$ cat config.mk
export PLATFORM = sky130hd
export DESIGN_NAME = omni_wheel_velocity_ramp_pwm
export DESIGN_NICKNAME = d
export VERILOG_FILES = /design/src/design/owvr_pkg.sv /design/src/design/owvr_serial_mul.sv /design/src/design/omni_wheel_velocity_ramp_pwm.sv
export SDC_FILE = /design/constraint.sdc
export NUM_CORES = 1
export LEC_CHECK = 0
export BUFFER_PORTS_ARGS = -buffer_cell sky130_fd_sc_hd__buf_2
export CORE_MARGIN = 2
export CORE_UTILIZATION = 60
export DETAILED_ROUTE_END_ITERATION = 10
export GPL_ROUTABILITY_DRIVEN = 0
export PLACE_DENSITY_LB_ADDON = 0.25
export SLEW_MARGIN = 20
export SYNTH_ARGS = -nofsm -noshare
export SYNTH_HDL_FRONTEND = slang
export SYNTH_SLANG_ARGS = --single-unit
$ cat constraint.sdc
create_clock -name clk -period 14.45 [get_ports clk]
set_input_delay 1.445 -clock clk [delete_from_list [all_inputs] [get_ports clk]]
set_output_delay 1.445 -clock clk [all_outputs]
set_load 0.02 [all_outputs]
$ cat src/design/owvr_pkg.sv
// ----------------------------------------------------------------------------
// owvr_pkg
// Shared types and constants for the omni wheel velocity ramp PWM block.
// ----------------------------------------------------------------------------
package owvr_pkg;

  localparam int VALUE_WIDTH = 16;
  localparam int FRAC_BITS   = VALUE_WIDTH - 2;
  localparam int GAIN_FRAC   = 14;
  localparam int KIN_FRAC    = 16;

  // serial multiplier operand widths: magnitude by unsigned factor
  localparam int MUL_A_W   = 17;
  localparam int MUL_B_W   = 16;
  localparam int MUL_P_W   = MUL_A_W + MUL_B_W;
  localparam int MUL_CNT_W = $clog2(MUL_B_W);

  localparam logic [15:0] KIN_COS = 16'd56756;
  localparam logic [14:0] ONE_MAG = 15'd16384;

  typedef enum logic [2:0] {
    R_TGAIN = 3'd0,
    R_RGAIN = 3'd1,
    R_SLEW  = 3'd2,
    R_DEAD  = 3'd3,
    R_STOP  = 3'd4,
    R_FWD   = 3'd5,
    R_REV   = 3'd6,
    R_SPAN  = 3'd7
  } reg_index_t;

  typedef struct packed {
    logic               start;
    logic [MUL_A_W-1:0] a;
    logic [MUL_B_W-1:0] b;
  } mul_req_t;

endpackage

$ cat src/design/owvr_serial_mul.sv
// ----------------------------------------------------------------------------
// owvr_serial_mul
// Shift-add multiplier, one bit of the b operand per cycle.
// ----------------------------------------------------------------------------
module owvr_serial_mul import owvr_pkg::*; (
  input  logic               clk,
  input  logic               rst,
  input  mul_req_t           req,
  output logic               done,
  output logic [MUL_P_W-1:0] prod
);

  logic [MUL_A_W-1:0]   a_hold;
  logic [MUL_P_W-1:0]   acc;
  logic [MUL_CNT_W-1:0] cnt;
  logic                 busy;
  logic [MUL_A_W:0]     sum;

  assign sum  = {1'b0, acc[MUL_P_W-1:MUL_B_W]} + (acc[0] ? {1'b0, a_hold} : '0);
  assign prod = acc;

  always_ff @(posedge clk) begin
    if (rst) begin
      busy <= 1'b0;
      done <= 1'b0;
      cnt  <= '0;
    end else begin
      done <= 1'b0;
      if (req.start) begin
        busy <= 1'b1;
        cnt  <= '0;
      end else if (busy) begin
        cnt <= cnt + 1'b1;
        if (cnt == MUL_CNT_W'(MUL_B_W - 1)) begin
          busy <= 1'b0;
          done <= 1'b1;
        end
      end
    end
  end

  always_ff @(posedge clk) begin
    if (req.start) begin
      a_hold <= req.a;
      acc    <= {{MUL_A_W{1'b0}}, req.b};
    end else if (busy) begin
      acc <= {sum, acc[MUL_B_W-1:1]};
    end
  end

endmodule

$ cat src/design/omni_wheel_velocity_ramp_pwm.sv
// ----------------------------------------------------------------------------
// omni_wheel_velocity_ramp_pwm
// Gain, slew ramp, three wheel omni kinematics and PWM count mapping.
// ----------------------------------------------------------------------------
// Sequence: each request takes seven passes of the shared 17 by 16 bit shift-add
// multiplier (three gain, one kinematics, three count), the S_KIN step for each
// wheel and the S_OUT step that registers the result.
// Intake: a request is not taken before the previous one is through; the next request is taken as soon
// as the previous result is registered, even while it still waits downstream.
// Reset: registers take their documented defaults, ramped velocities clear.
module omni_wheel_velocity_ramp_pwm import owvr_pkg::*; (
  input  logic        clk,
  input  logic        rst,
  input  logic        in_valid,
  output logic        in_stall,
  input  logic [15:0] cmd_x,
  input  logic [15:0] cmd_y,
  input  logic [15:0] cmd_omega,
  output logic        out_valid,
  input  logic        out_stall,
  output logic [15:0] front_count,
  output logic [15:0] back_left_count,
  output logic [15:0] back_right_count,
  input  logic        cfg_valid,
  output logic        cfg_ready,
  input  logic [2:0]  cfg_index,
  input  logic [15:0] cfg_data
);

  typedef enum logic [10:0] {
    S_IDLE      = 11'b00000000001,
    S_GAIN_GO   = 11'b00000000010,
    S_GAIN_WAIT = 11'b00000000100,
    S_RAMP      = 11'b00000001000,
    S_KMUL_GO   = 11'b00000010000,
    S_KMUL_WAIT = 11'b00000100000,
    S_KIN       = 11'b00001000000,
    S_CMUL_GO   = 11'b00010000000,
    S_CMUL_WAIT = 11'b00100000000,
    S_CNT       = 11'b01000000000,
    S_OUT       = 11'b10000000000
  } state_t;

  state_t state, state_next;

  logic [14:0] translation_gain, rotation_gain, slew_step;
  logic [10:0] dead_zone;
  logic [15:0] stop_count, forward_start_count, reverse_start_count, count_span;

  logic signed [15:0] cmd [3];
  logic signed [15:0] ramp [3];
  logic signed [15:0] speed [3];
  logic [15:0]        count [3];
  logic [1:0]         idx;
  logic signed [35:0] cx;

  mul_req_t           mreq;
  logic               mdone;
  logic [MUL_P_W-1:0] mprod;

  owvr_serial_mul u_mul (
    .clk  (clk),
    .rst  (rst),
    .req  (mreq),
    .done (mdone),
    .prod (mprod)
  );

  assign cfg_ready = 1'b1;
  assign in_stall  = (state != S_IDLE);

  // config writes
  always_ff @(posedge clk) begin
    if (rst) begin
      translation_gain    <= 15'd16384;
      rotation_gain       <= 15'd16384;
      slew_step           <= 15'd164;
      dead_zone           <= 11'd2;
      stop_count          <= 16'd1500;
      forward_start_count <= 16'd1520;
      reverse_start_count <= 16'd1480;
      count_span          <= 16'd400;
    end else if (cfg_valid) begin
      case (reg_index_t'(cfg_index))
        R_TGAIN: translation_gain    <= cfg_data[14:0];
        R_RGAIN: rotation_gain       <= cfg_data[14:0];
        R_SLEW:  slew_step           <= cfg_data[14:0];
        R_DEAD:  dead_zone           <= cfg_data[10:0];
        R_STOP:  stop_count          <= cfg_data;
        R_FWD:   forward_start_count <= cfg_data;
        R_REV:   reverse_start_count <= cfg_data;
        R_SPAN:  count_span          <= cfg_data;
        default: ;
      endcase
    end
  end

  // operand magnitudes
  logic signed [15:0] cmd_sel, speed_sel;
  logic [16:0]        cmd_mag;
  logic [14:0]        vx_mag, speed_mag;

  assign cmd_sel   = cmd[idx];
  assign speed_sel = speed[idx];
  assign cmd_mag   = cmd_sel[15] ? 17'(-{1'b1, cmd_sel}) : {1'b0, cmd_sel};
  assign vx_mag    = ramp[0][15] ? 15'(-ramp[0]) : ramp[0][14:0];
  assign speed_mag = speed_sel[15] ? 15'(-speed_sel) : speed_sel[14:0];

  always_comb begin
    mreq = '0;
    case (state)
      S_GAIN_GO: begin
        mreq.start = 1'b1;
        mreq.a     = cmd_mag;
        mreq.b     = {1'b0, (idx == 2'd2) ? rotation_gain : translation_gain};
      end
      S_KMUL_GO: begin
        mreq.start = 1'b1;
        mreq.a     = {2'b0, vx_mag};
        mreq.b     = KIN_COS;
      end
      S_CMUL_GO: begin
        mreq.start = 1'b1;
        mreq.a     = {2'b0, speed_mag};
        mreq.b     = count_span;
      end
      default: ;
    endcase
  end

  // ramp step
  logic [18:0]        tgt_raw;
  logic [14:0]        tgt_mag;
  logic signed [17:0] tgt, diff, diff_clip, slew_s;
  logic signed [15:0] ramp_new;

  always_comb begin
    tgt_raw   = mprod[32:GAIN_FRAC];
    tgt_mag   = (tgt_raw > {4'b0, ONE_MAG}) ? ONE_MAG : tgt_raw[14:0];
    tgt       = cmd_sel[15] ? -$signed({3'b0, tgt_mag}) : $signed({3'b0, tgt_mag});
    diff      = tgt - 18'(ramp[idx]);
    slew_s    = $signed({3'b0, slew_step});
    if (diff > slew_s)       diff_clip = slew_s;
    else if (diff < -slew_s) diff_clip = -slew_s;
    else                     diff_clip = diff;
    ramp_new  = 16'(18'(ramp[idx]) + diff_clip);
  end

  // wheel sum for the wheel at idx
  logic signed [35:0] vy36, om36, wsum;
  logic [35:0]        wabs;
  logic [19:0]        wq;
  logic [14:0]        wmag;
  logic signed [15:0] wspeed;

  always_comb begin
    vy36 = 36'(ramp[1]);
    om36 = 36'(ramp[2]);
    case (idx)
      2'd0:    wsum = (vy36 + om36) <<< KIN_FRAC;
      2'd1:    wsum = -cx - (vy36 <<< 15) + (om36 <<< KIN_FRAC);
      default: wsum = cx - (vy36 <<< 15) + (om36 <<< KIN_FRAC);
    endcase
    wabs   = wsum[35] ? 36'(-wsum) : 36'(wsum);
    wq     = wabs[35:KIN_FRAC];
    wmag   = (wq > {5'b0, ONE_MAG}) ? ONE_MAG : wq[14:0];
    wspeed = wsum[35] ? -$signed({1'b0, wmag}) : $signed({1'b0, wmag});
  end

  // count mapping
  logic [17:0]        q;
  logic signed [19:0] cval;
  logic [15:0]        cnt_val;

  always_comb begin
    q = mprod[31:FRAC_BITS];
    if (!speed_sel[15] && speed_sel != 16'sd0)
      cval = $signed({4'b0, forward_start_count}) + $signed({2'b0, q});
    else
      cval = $signed({4'b0, reverse_start_count}) - $signed({2'b0, q});
    if ({4'b0, speed_mag} < {8'b0, dead_zone}) cnt_val = stop_count;
    else if (cval < 20'sd0)                    cnt_val = 16'd0;
    else if (cval > 20'sd65535)                cnt_val = 16'hFFFF;
    else                                       cnt_val = cval[15:0];
  end

  always_comb begin
    state_next = state;
    case (state)
      S_IDLE:      if (in_valid) state_next = S_GAIN_GO;
      S_GAIN_GO:   state_next = S_GAIN_WAIT;
      S_GAIN_WAIT: if (mdone) state_next = S_RAMP;
      S_RAMP:      state_next = (idx == 2'd2) ? S_KMUL_GO : S_GAIN_GO;
      S_KMUL_GO:   state_next = S_KMUL_WAIT;
      S_KMUL_WAIT: if (mdone) state_next = S_KIN;
      S_KIN:       if (idx == 2'd2) state_next = S_CMUL_GO;
      S_CMUL_GO:   state_next = S_CMUL_WAIT;
      S_CMUL_WAIT: if (mdone) state_next = S_CNT;
      S_CNT:       state_next = (idx == 2'd2) ? S_OUT : S_CMUL_GO;
      S_OUT:       if (!out_valid || !out_stall) state_next = S_IDLE;
      default:     state_next = S_IDLE;
    endcase
  end

  always_ff @(posedge clk) begin
    if (rst) begin
      state     <= S_IDLE;
      idx       <= '0;
      out_valid <= 1'b0;
      for (int i = 0; i < 3; i++) ramp[i] <= '0;
    end else begin
      state <= state_next;
      if (state == S_OUT && (!out_valid || !out_stall)) out_valid <= 1'b1;
      else if (out_valid && !out_stall)                 out_valid <= 1'b0;
      case (state)
        S_IDLE: idx <= '0;
        S_RAMP: begin
          ramp[idx] <= ramp_new;
          idx       <= (idx == 2'd2) ? 2'd0 : idx + 2'd1;
        end
        S_KIN: idx <= (idx == 2'd2) ? 2'd0 : idx + 2'd1;
        S_CNT: idx <= (idx == 2'd2) ? 2'd0 : idx + 2'd1;
        default: ;
      endcase
    end
  end

  always_ff @(posedge clk) begin
    if (state == S_IDLE && in_valid) begin
      cmd[0] <= cmd_x;
      cmd[1] <= cmd_y;
      cmd[2] <= cmd_omega;
    end
    if (state == S_KMUL_WAIT && mdone)
      cx <= ramp[0][15] ? -$signed({3'b0, mprod}) : $signed({3'b0, mprod});
    if (state == S_KIN) speed[idx] <= wspeed;
    if (state == S_CNT) count[idx] <= cnt_val;
    if (state == S_OUT && (!out_valid || !out_stall)) begin
      front_count      <= count[0];
      back_left_count  <= count[1];
      back_right_count <= count[2];
    end
  end

endmodule
==> summary.md, run 1 <==
| Metric | Value |
|---|---|
| Htree depth | `2` |
| Detail Placement HPWL | `71.22 mm` |
| Global Route Usage Sum | `0.3335` |
| Net Switching | `0.002566 W` |
| CP max stage delay | `850 ps` |
| Int Pwr | `0.003550 W` |
| Synth Flop Type | `edfxtp_1` |
| Async S/R FF share, synth | `0` |
| FF+latch count, synth | `484` |
| DRC errors left | `0` |
| Synthesized instance count | `3,616` |
| Slowest library cell on the worst path | `o311ai_0` |
| Setup bufs post-CTS | `0` |
| Status | `finished clean` |
| Layout Cells excl Fill | `4,397` |
| Rel. slew slack | `0.2286` |
| Die height | `237.7 um` |
| Vias post-DR | `27,690` |
| Mapped Avg Cell Area | `9.064 sq um` |
| Hold buffers post-CTS | `0` |
| Syn_nets | `3,950` |
| Critical path peak fanout | `31` |
| Skew-Pair Late Insertion Delay | `610 ps` |
| Flop pwr share | `0.296` |
| Final period util | `0.7736` |
| Required time of the critical path | `14,760 ps` |
| Initial antenna violation count | `4` |
| Die area | `56,510 sq um` |
| Post-Route WL | `95.12 mm` |
| # setup viols final | `0` |
| WP buf/inv | `2` |
| Remaining Overflow, GRT | `0` |
| MaxCap Viol Count | `0` |
| Hold Slack | `410.0 ps` |
| Post-Place Cells | `4,304` |
| I/O pin total | `123` |
| Cell area after synthesis | `32,780 sq um` |
| Yosys warnings | `0` |
| Share of layout cells above drive strength 1 | `0.08385` |
| DRT iter0 DRCs | `3,320` |
| Netlist cell types | `96` |
| Post-synth EDFFs | `325` |
| Total power | `0.006116 W` |
| Crit path time final | `11,180 ps` |
| Setup TNS | `0 ps` |
| Net Sw Frac | `0.4196` |
| Achievable clock frequency | `89.46 MHz` |
| Nets | `3,993` |
| Length of the first detailed-routing pass in iterations | `6` |
| HP Class | `reg2reg` |
| Clock buffer depth | `3` |
| Clk pwr share | `0.201` |
| Core ar. | `53,920 sq um` |
| Slew Viols, Final | `0` |
| Clock Sinks | `484` |
| Number of buffer cells added on primary ports | `121` |
| Final Hold Vio Count | `0` |
| CP Launch Type | `register` |
| WL per Instance | `21.63 um` |
| Largest net degree at the start of global routing | `108` |
| Most frequent cell on the critical path | `a21oi_1` |
| Kind of critical path | `reg2reg` |
| Post-CTS Resized | `0` |
| CP Data Arrival Time | `11,490 ps` |
| Combinational share of power | `0.502` |
| Total CTS buffers | `49` |
| Peak supply drop | `0.3453 mV` |
| Cell area after placement | `33,920 sq um` |
| Crit-path leading delay family | `compound AO/OA/AOI/OAI gates` |
| Antenna viol nets, final | `0` |
| Sequential fraction of the synthesis area | `0.3949` |
| Initial Util | `0.6079` |
| Root Buffer | `clkbuf_16` |
| Power per cell area | `172.4 nW/um^2` |
| Area growth syn-to-layout | `8.234%` |
| Design area | `35,480 sq um` |
| Pleak | `14.10 nW` |
| Setup crit end kind | `register` |
| Row count | `85` |
| RSZ-0062 raised after global routing | `false` |
| Clock-pin slew on the worst setup and hold paths | `70 ps` |
| First-pass GRT wire length | `145.7 mm` |
| Vias in the first global route | `25,630` |
| Via/cell ratio | `6.297` |
| CTS tree | `built` |
| Least-Margin Pin Slew | `1153 ps` |
| Final Skew | `24.20 ps` |
| Die W | `237.7 um` |
-- sequential cells by signal (all words and copies together) (netlist names), 17 cells and up, named ones only --
name,count
speed,48
u_mul.prod,33
ramp,64
u_mul.a_hold,17
cx,36
cmd,48
count,48
-- layer usage --
layer,vias to the layer above,part of all wire,global-route usage
met1,13090,0.41,0.4540
met5,-,0.00019,0
met4,4,0.046,0.1437
met2,1327,0.45,0.5259
met3,243,0.093,0.05818
li1,13030,-,-
-- worst reg2reg max path: cells and delay by family (launching register included) --
family / cells / cell delay (ps)
compound gates: 26 / 6190
simple gates: 9 / 1970
fa+ha+maj: 4 / 1240
xor+xnor: 2 / 520
buf+inv: 2 / 430
flops: 1 / 410
mux: 1 / 150
-- synthesized netlist by cell type, drive strengths merged, types with 44 or more instances --
library cell / number / area share
a21o: 50 / 0.011
inv: 282 / 0.032
nand2: 476 / 0.055
a21oi: 317 / 0.048
nor3: 72 / 0.011
xnor2: 142 / 0.038
nor2: 300 / 0.034
mux2i: 85 / 0.026
nand3: 54 / 0.0082
xor2: 57 / 0.015
dfxtp: 159 / 0.097
clkbuf: 138 / 0.016
ha: 218 / 0.083
o21ai: 176 / 0.027
fa: 44 / 0.027
o211ai: 46 / 0.011
edfxtp: 325 / 0.30
-- placed cells by master (no fill, tap or decap), drive strengths merged, types with 28 or more instances in the layout --
cell,instances
a211oi,28
a21oi,317
o21a,30
nor3,72
o211ai,46
clkbuf,59
inv,285
buf,154
a31oi,33
a21o,50
mux2i,85
edfxtp,325
xor2,57
nor2,300
and2,33
nand2,476
nand3b,42
xnor2,142
nand4,40
o21ai,176
nand3,54
or3,29
fa,44
dfxtp,159
nand2b,30
ha,218
-- cell families (layout without fill, tap and decap cells) --
family,after synthesis,after routing,synth area share
muxes,106,106,0.03867
adders and majority gates,262,262,0.1101
xor gates and xnor gates,199,199,0.05341
other,2,6,0.0002291
and+or+nand+nor,1201,1201,0.1708
buffers and inverters,446,527,0.05230
AOI/OAI and AO/OA,916,916,0.1796
DFF,484,484,0.3949
-- through the flow --
stage / utilization / setup slack [ps]
after CTS: 0.6576 / 3554
after global placement: 0.6290 / 3927
after global routing: 0.6578 / 2363
after floorplan: - / 4264
final: 0.6579 / 3271
after detailed placement: 0.6291 / 3667
-- cell type report --
cell class / count / area, sq um
Timing Repair Buffer: 154 / 855.8
Inverter: 284 / 1066
Antenna cell: 4 / 10.01
Clock buffer: 59 / 1285
Tap cell: 696 / 870.8
Clock inverter: 30 / 251.5
Multi-Input combinational cell: 2686 / 18190
Fill cell: 4343 / 18450
Sequential cell: 484 / 12940
-- path summary, 6_finish.rpt --
kind / startpoint / endpoint / slack [ps] / cells after the start
min reg2reg: count[0][14] / front_count[14] / 410 / 0
min: count[0][14] / front_count[14] / 410 / 0
max: u_mul.prod[16] / ramp[1][15] / 3270 / 44
max reg2reg: u_mul.prod[16] / ramp[1][15] / 3270 / 44
-- power groups by stage --
stage / registers [W] / clock network [W] / logic (W)
6_report: 0.00181 / 0.00123 / 0.00307
2_1_floorplan: 0.00177 / 0 / 0.00228
3_5_place_dp: 0.00184 / 0 / 0.00298
5_1_grt: 0.00182 / 0.00130 / 0.00340
3_3_place_gp: 0.00183 / 0 / 0.00292
4_1_cts: 0.00181 / 0.00124 / 0.00301
(Power assumes the default switching activity.)
==> run 2, diff against run 1 <==
CORE_UTILIZATION = 57   (was 60)
clock period = 9.65 ns   (was 14.45 ns; I/O delays follow)
==> summary.md, run 2 (same netlist as run 1, synthesis figures left out) <==
| Metric | Value |
|---|---|
| Largest net degree at the start of global routing | `87` |
| Core ar. | `56,600 sq um` |
| Share of layout cells above drive strength 1 | `0.09892` |
| Nets | `4,014` |
| Status | `finished clean` |
| Slowest library cell on the worst path | `or3_4` |
| CTS tree | `built` |
| Clock Sinks | `484` |
| Remaining Overflow, GRT | `0` |
| DRC errors left | `0` |
| Hold Slack | `416.2 ps` |
| Global Route Usage Sum | `0.3178` |
| Rel. slew slack | `0.2018` |
| Achievable clock frequency | `109.2 MHz` |
| Post-Route WL | `96.26 mm` |
| Htree depth | `2` |
| R2r setup slk | `490 ps` |
| Die height | `243.8 um` |
| Pleak | `14.27 nW` |
| Slew Viols, Final | `0` |
| Total power | `0.009559 W` |
| # setup viols final | `0` |
| MaxCap Viol Count | `0` |
| Critical path peak fanout | `6` |
| Die W | `243.8 um` |
| HP Class | `reg2reg` |
| Commonest non-fill, non-tap cell in the layout | `nand2_1` |
| Peak supply drop | `0.4015 mV` |
| I/O pin total | `123` |
| Commonest cells after routing, fill and taps aside | `nand2_1 (475), edfxtp_1 (325), a21oi_1 (307)` |
| WL per Instance | `21.50 um` |
| Via/cell ratio | `6.230` |
| Final period util | `0.9492` |
| Power per cell area | `266.4 nW/um^2` |
| Vias in the first global route | `25,590` |
| Total CTS buffers | `49` |
| Layout Cells excl Fill | `4,478` |
| Biggest register | `ramp` |
| Max reg flops | `64` |
| Clock buffer depth | `3` |
| Skew-Pair Late Insertion Delay | `600 ps` |
| Most frequent cell on the critical path | `a21oi_1` |
| WP buf/inv | `3` |
| CP Data Arrival Time | `9470 ps` |
| Kind of critical path | `reg2reg` |
| Area growth syn-to-layout | `9.467%` |
| Vias post-DR | `27,900` |
| First-pass GRT wire length | `146.9 mm` |
| DRT iter0 DRCs | `3,241` |
| Setup ws final | `490.0 ps` |
| Number of buffer cells added on primary ports | `121` |
| Post-Place Cells | `4,382` |
| Initial antenna violation count | `3` |
| Required time of the critical path | `9960 ps` |
| Detail Placement HPWL | `72.78 mm` |
| Final Skew | `35.25 ps` |
| Die area | `59,440 sq um` |
| Antenna viol nets, final | `0` |
| Initial Util | `0.5790` |
| Crit path time final | `9160 ps` |
| Fin util | `0.6339` |
| Root Buffer | `clkbuf_16` |
| CP Launch Type | `register` |
| Final Hold Vio Count | `0` |
| CP max stage delay | `390 ps` |
| Pre-CTS setup slack | `-92.30 ps` |
| Least-Margin Pin Slew | `1167 ps` |
| Crit-path leading delay family | `compound AO/OA/AOI/OAI gates` |
| Row count | `87` |
| # fillers | `4,740` |
| Clock-pin slew on the worst setup and hold paths | `70 ps` |
| Setup crit end kind | `register` |
| Length of the first detailed-routing pass in iterations | `6` |
run 2: cell types whose count changed in the layout (fill, tap and decap cells not counted), moves of 3 or more:
cell      previous run  this run
a21oi_2              1         9
clkbuf_8             0         7
clkinv_1            15         8
o21ai_0            168       164
o21ai_2              1         4
buf_4               34        53
clkbuf_1             9         5
a21oi_1            315       307
clkinv_2             7        11
run 2: cell type report:
class                           instances  area [sq um]  share of cell area
Timing Repair Buffer                  175          1023             0.02853
Antenna cell                            2         5.005           0.0001395
Tap cell                              756         945.9             0.02636
Multi-Input combinational cell       2686         18310              0.5104
Clock inverter                         29         214.0            0.005963
Clock buffer                           62          1366             0.03808
Sequential cell                       484         12940              0.3608
Inverter                              284          1066             0.02971
run 2: repair_timing:
action                     in CTS  in global routing
hold buffers                    0                  0
setup endpoints to repair       8                 24
resized for setup               2                 36
pin swaps                       1                  5
setup buffers                   1                  2
run 2: worst register-to-register path, delay by kind of cell, from the launching register on:
family / cells / cell delay, ps
compound gates: 22 / 3850
xor+xnor: 2 / 300
fa+ha+maj: 4 / 1190
buf+inv: 3 / 500
flops: 1 / 310
simple gates: 14 / 2710
run 2: metrics by stage:
stage / TNS, ps / instance area (sq um)
after floorplan: 0 / 32780
after global placement: 0 / 34120
after detailed placement: -263.6 / 34120
after CTS: 0 / 35710
after global routing: -14.42 / 35880
final: 0 / 35880
run 2: final timing paths:
check                       from               to  depth (start not counted)
hold reg to reg     count[0][15]  front_count[15]                          0
hold / removal      count[0][15]  front_count[15]                          0
setup / recovery  u_mul.prod[16]      ramp[2][15]                         45
setup reg to reg  u_mul.prod[16]      ramp[2][15]                         45
run 2: power by group:
group | switching [W] | total [W] | internal, W
Sequential | 0.000134 | 0.00268 | 0.00255
Clock | 0.000815 | 0.00185 | 0.00104
Combinational | 0.00313 | 0.00503 | 0.00190
Total | 0.00408 | 0.00956 | 0.00548
run 2: per-layer routing:
layer / wire length, um / track usage / vias to the layer above
met5: 10 / 0 / -
met4: 4018 / 0.1168 / 2
met3: 9067 / 0.05684 / 254
met2: 43560 / 0.5084 / 1346
met1: 39600 / 0.4324 / 13220
li1: - / - / 13080
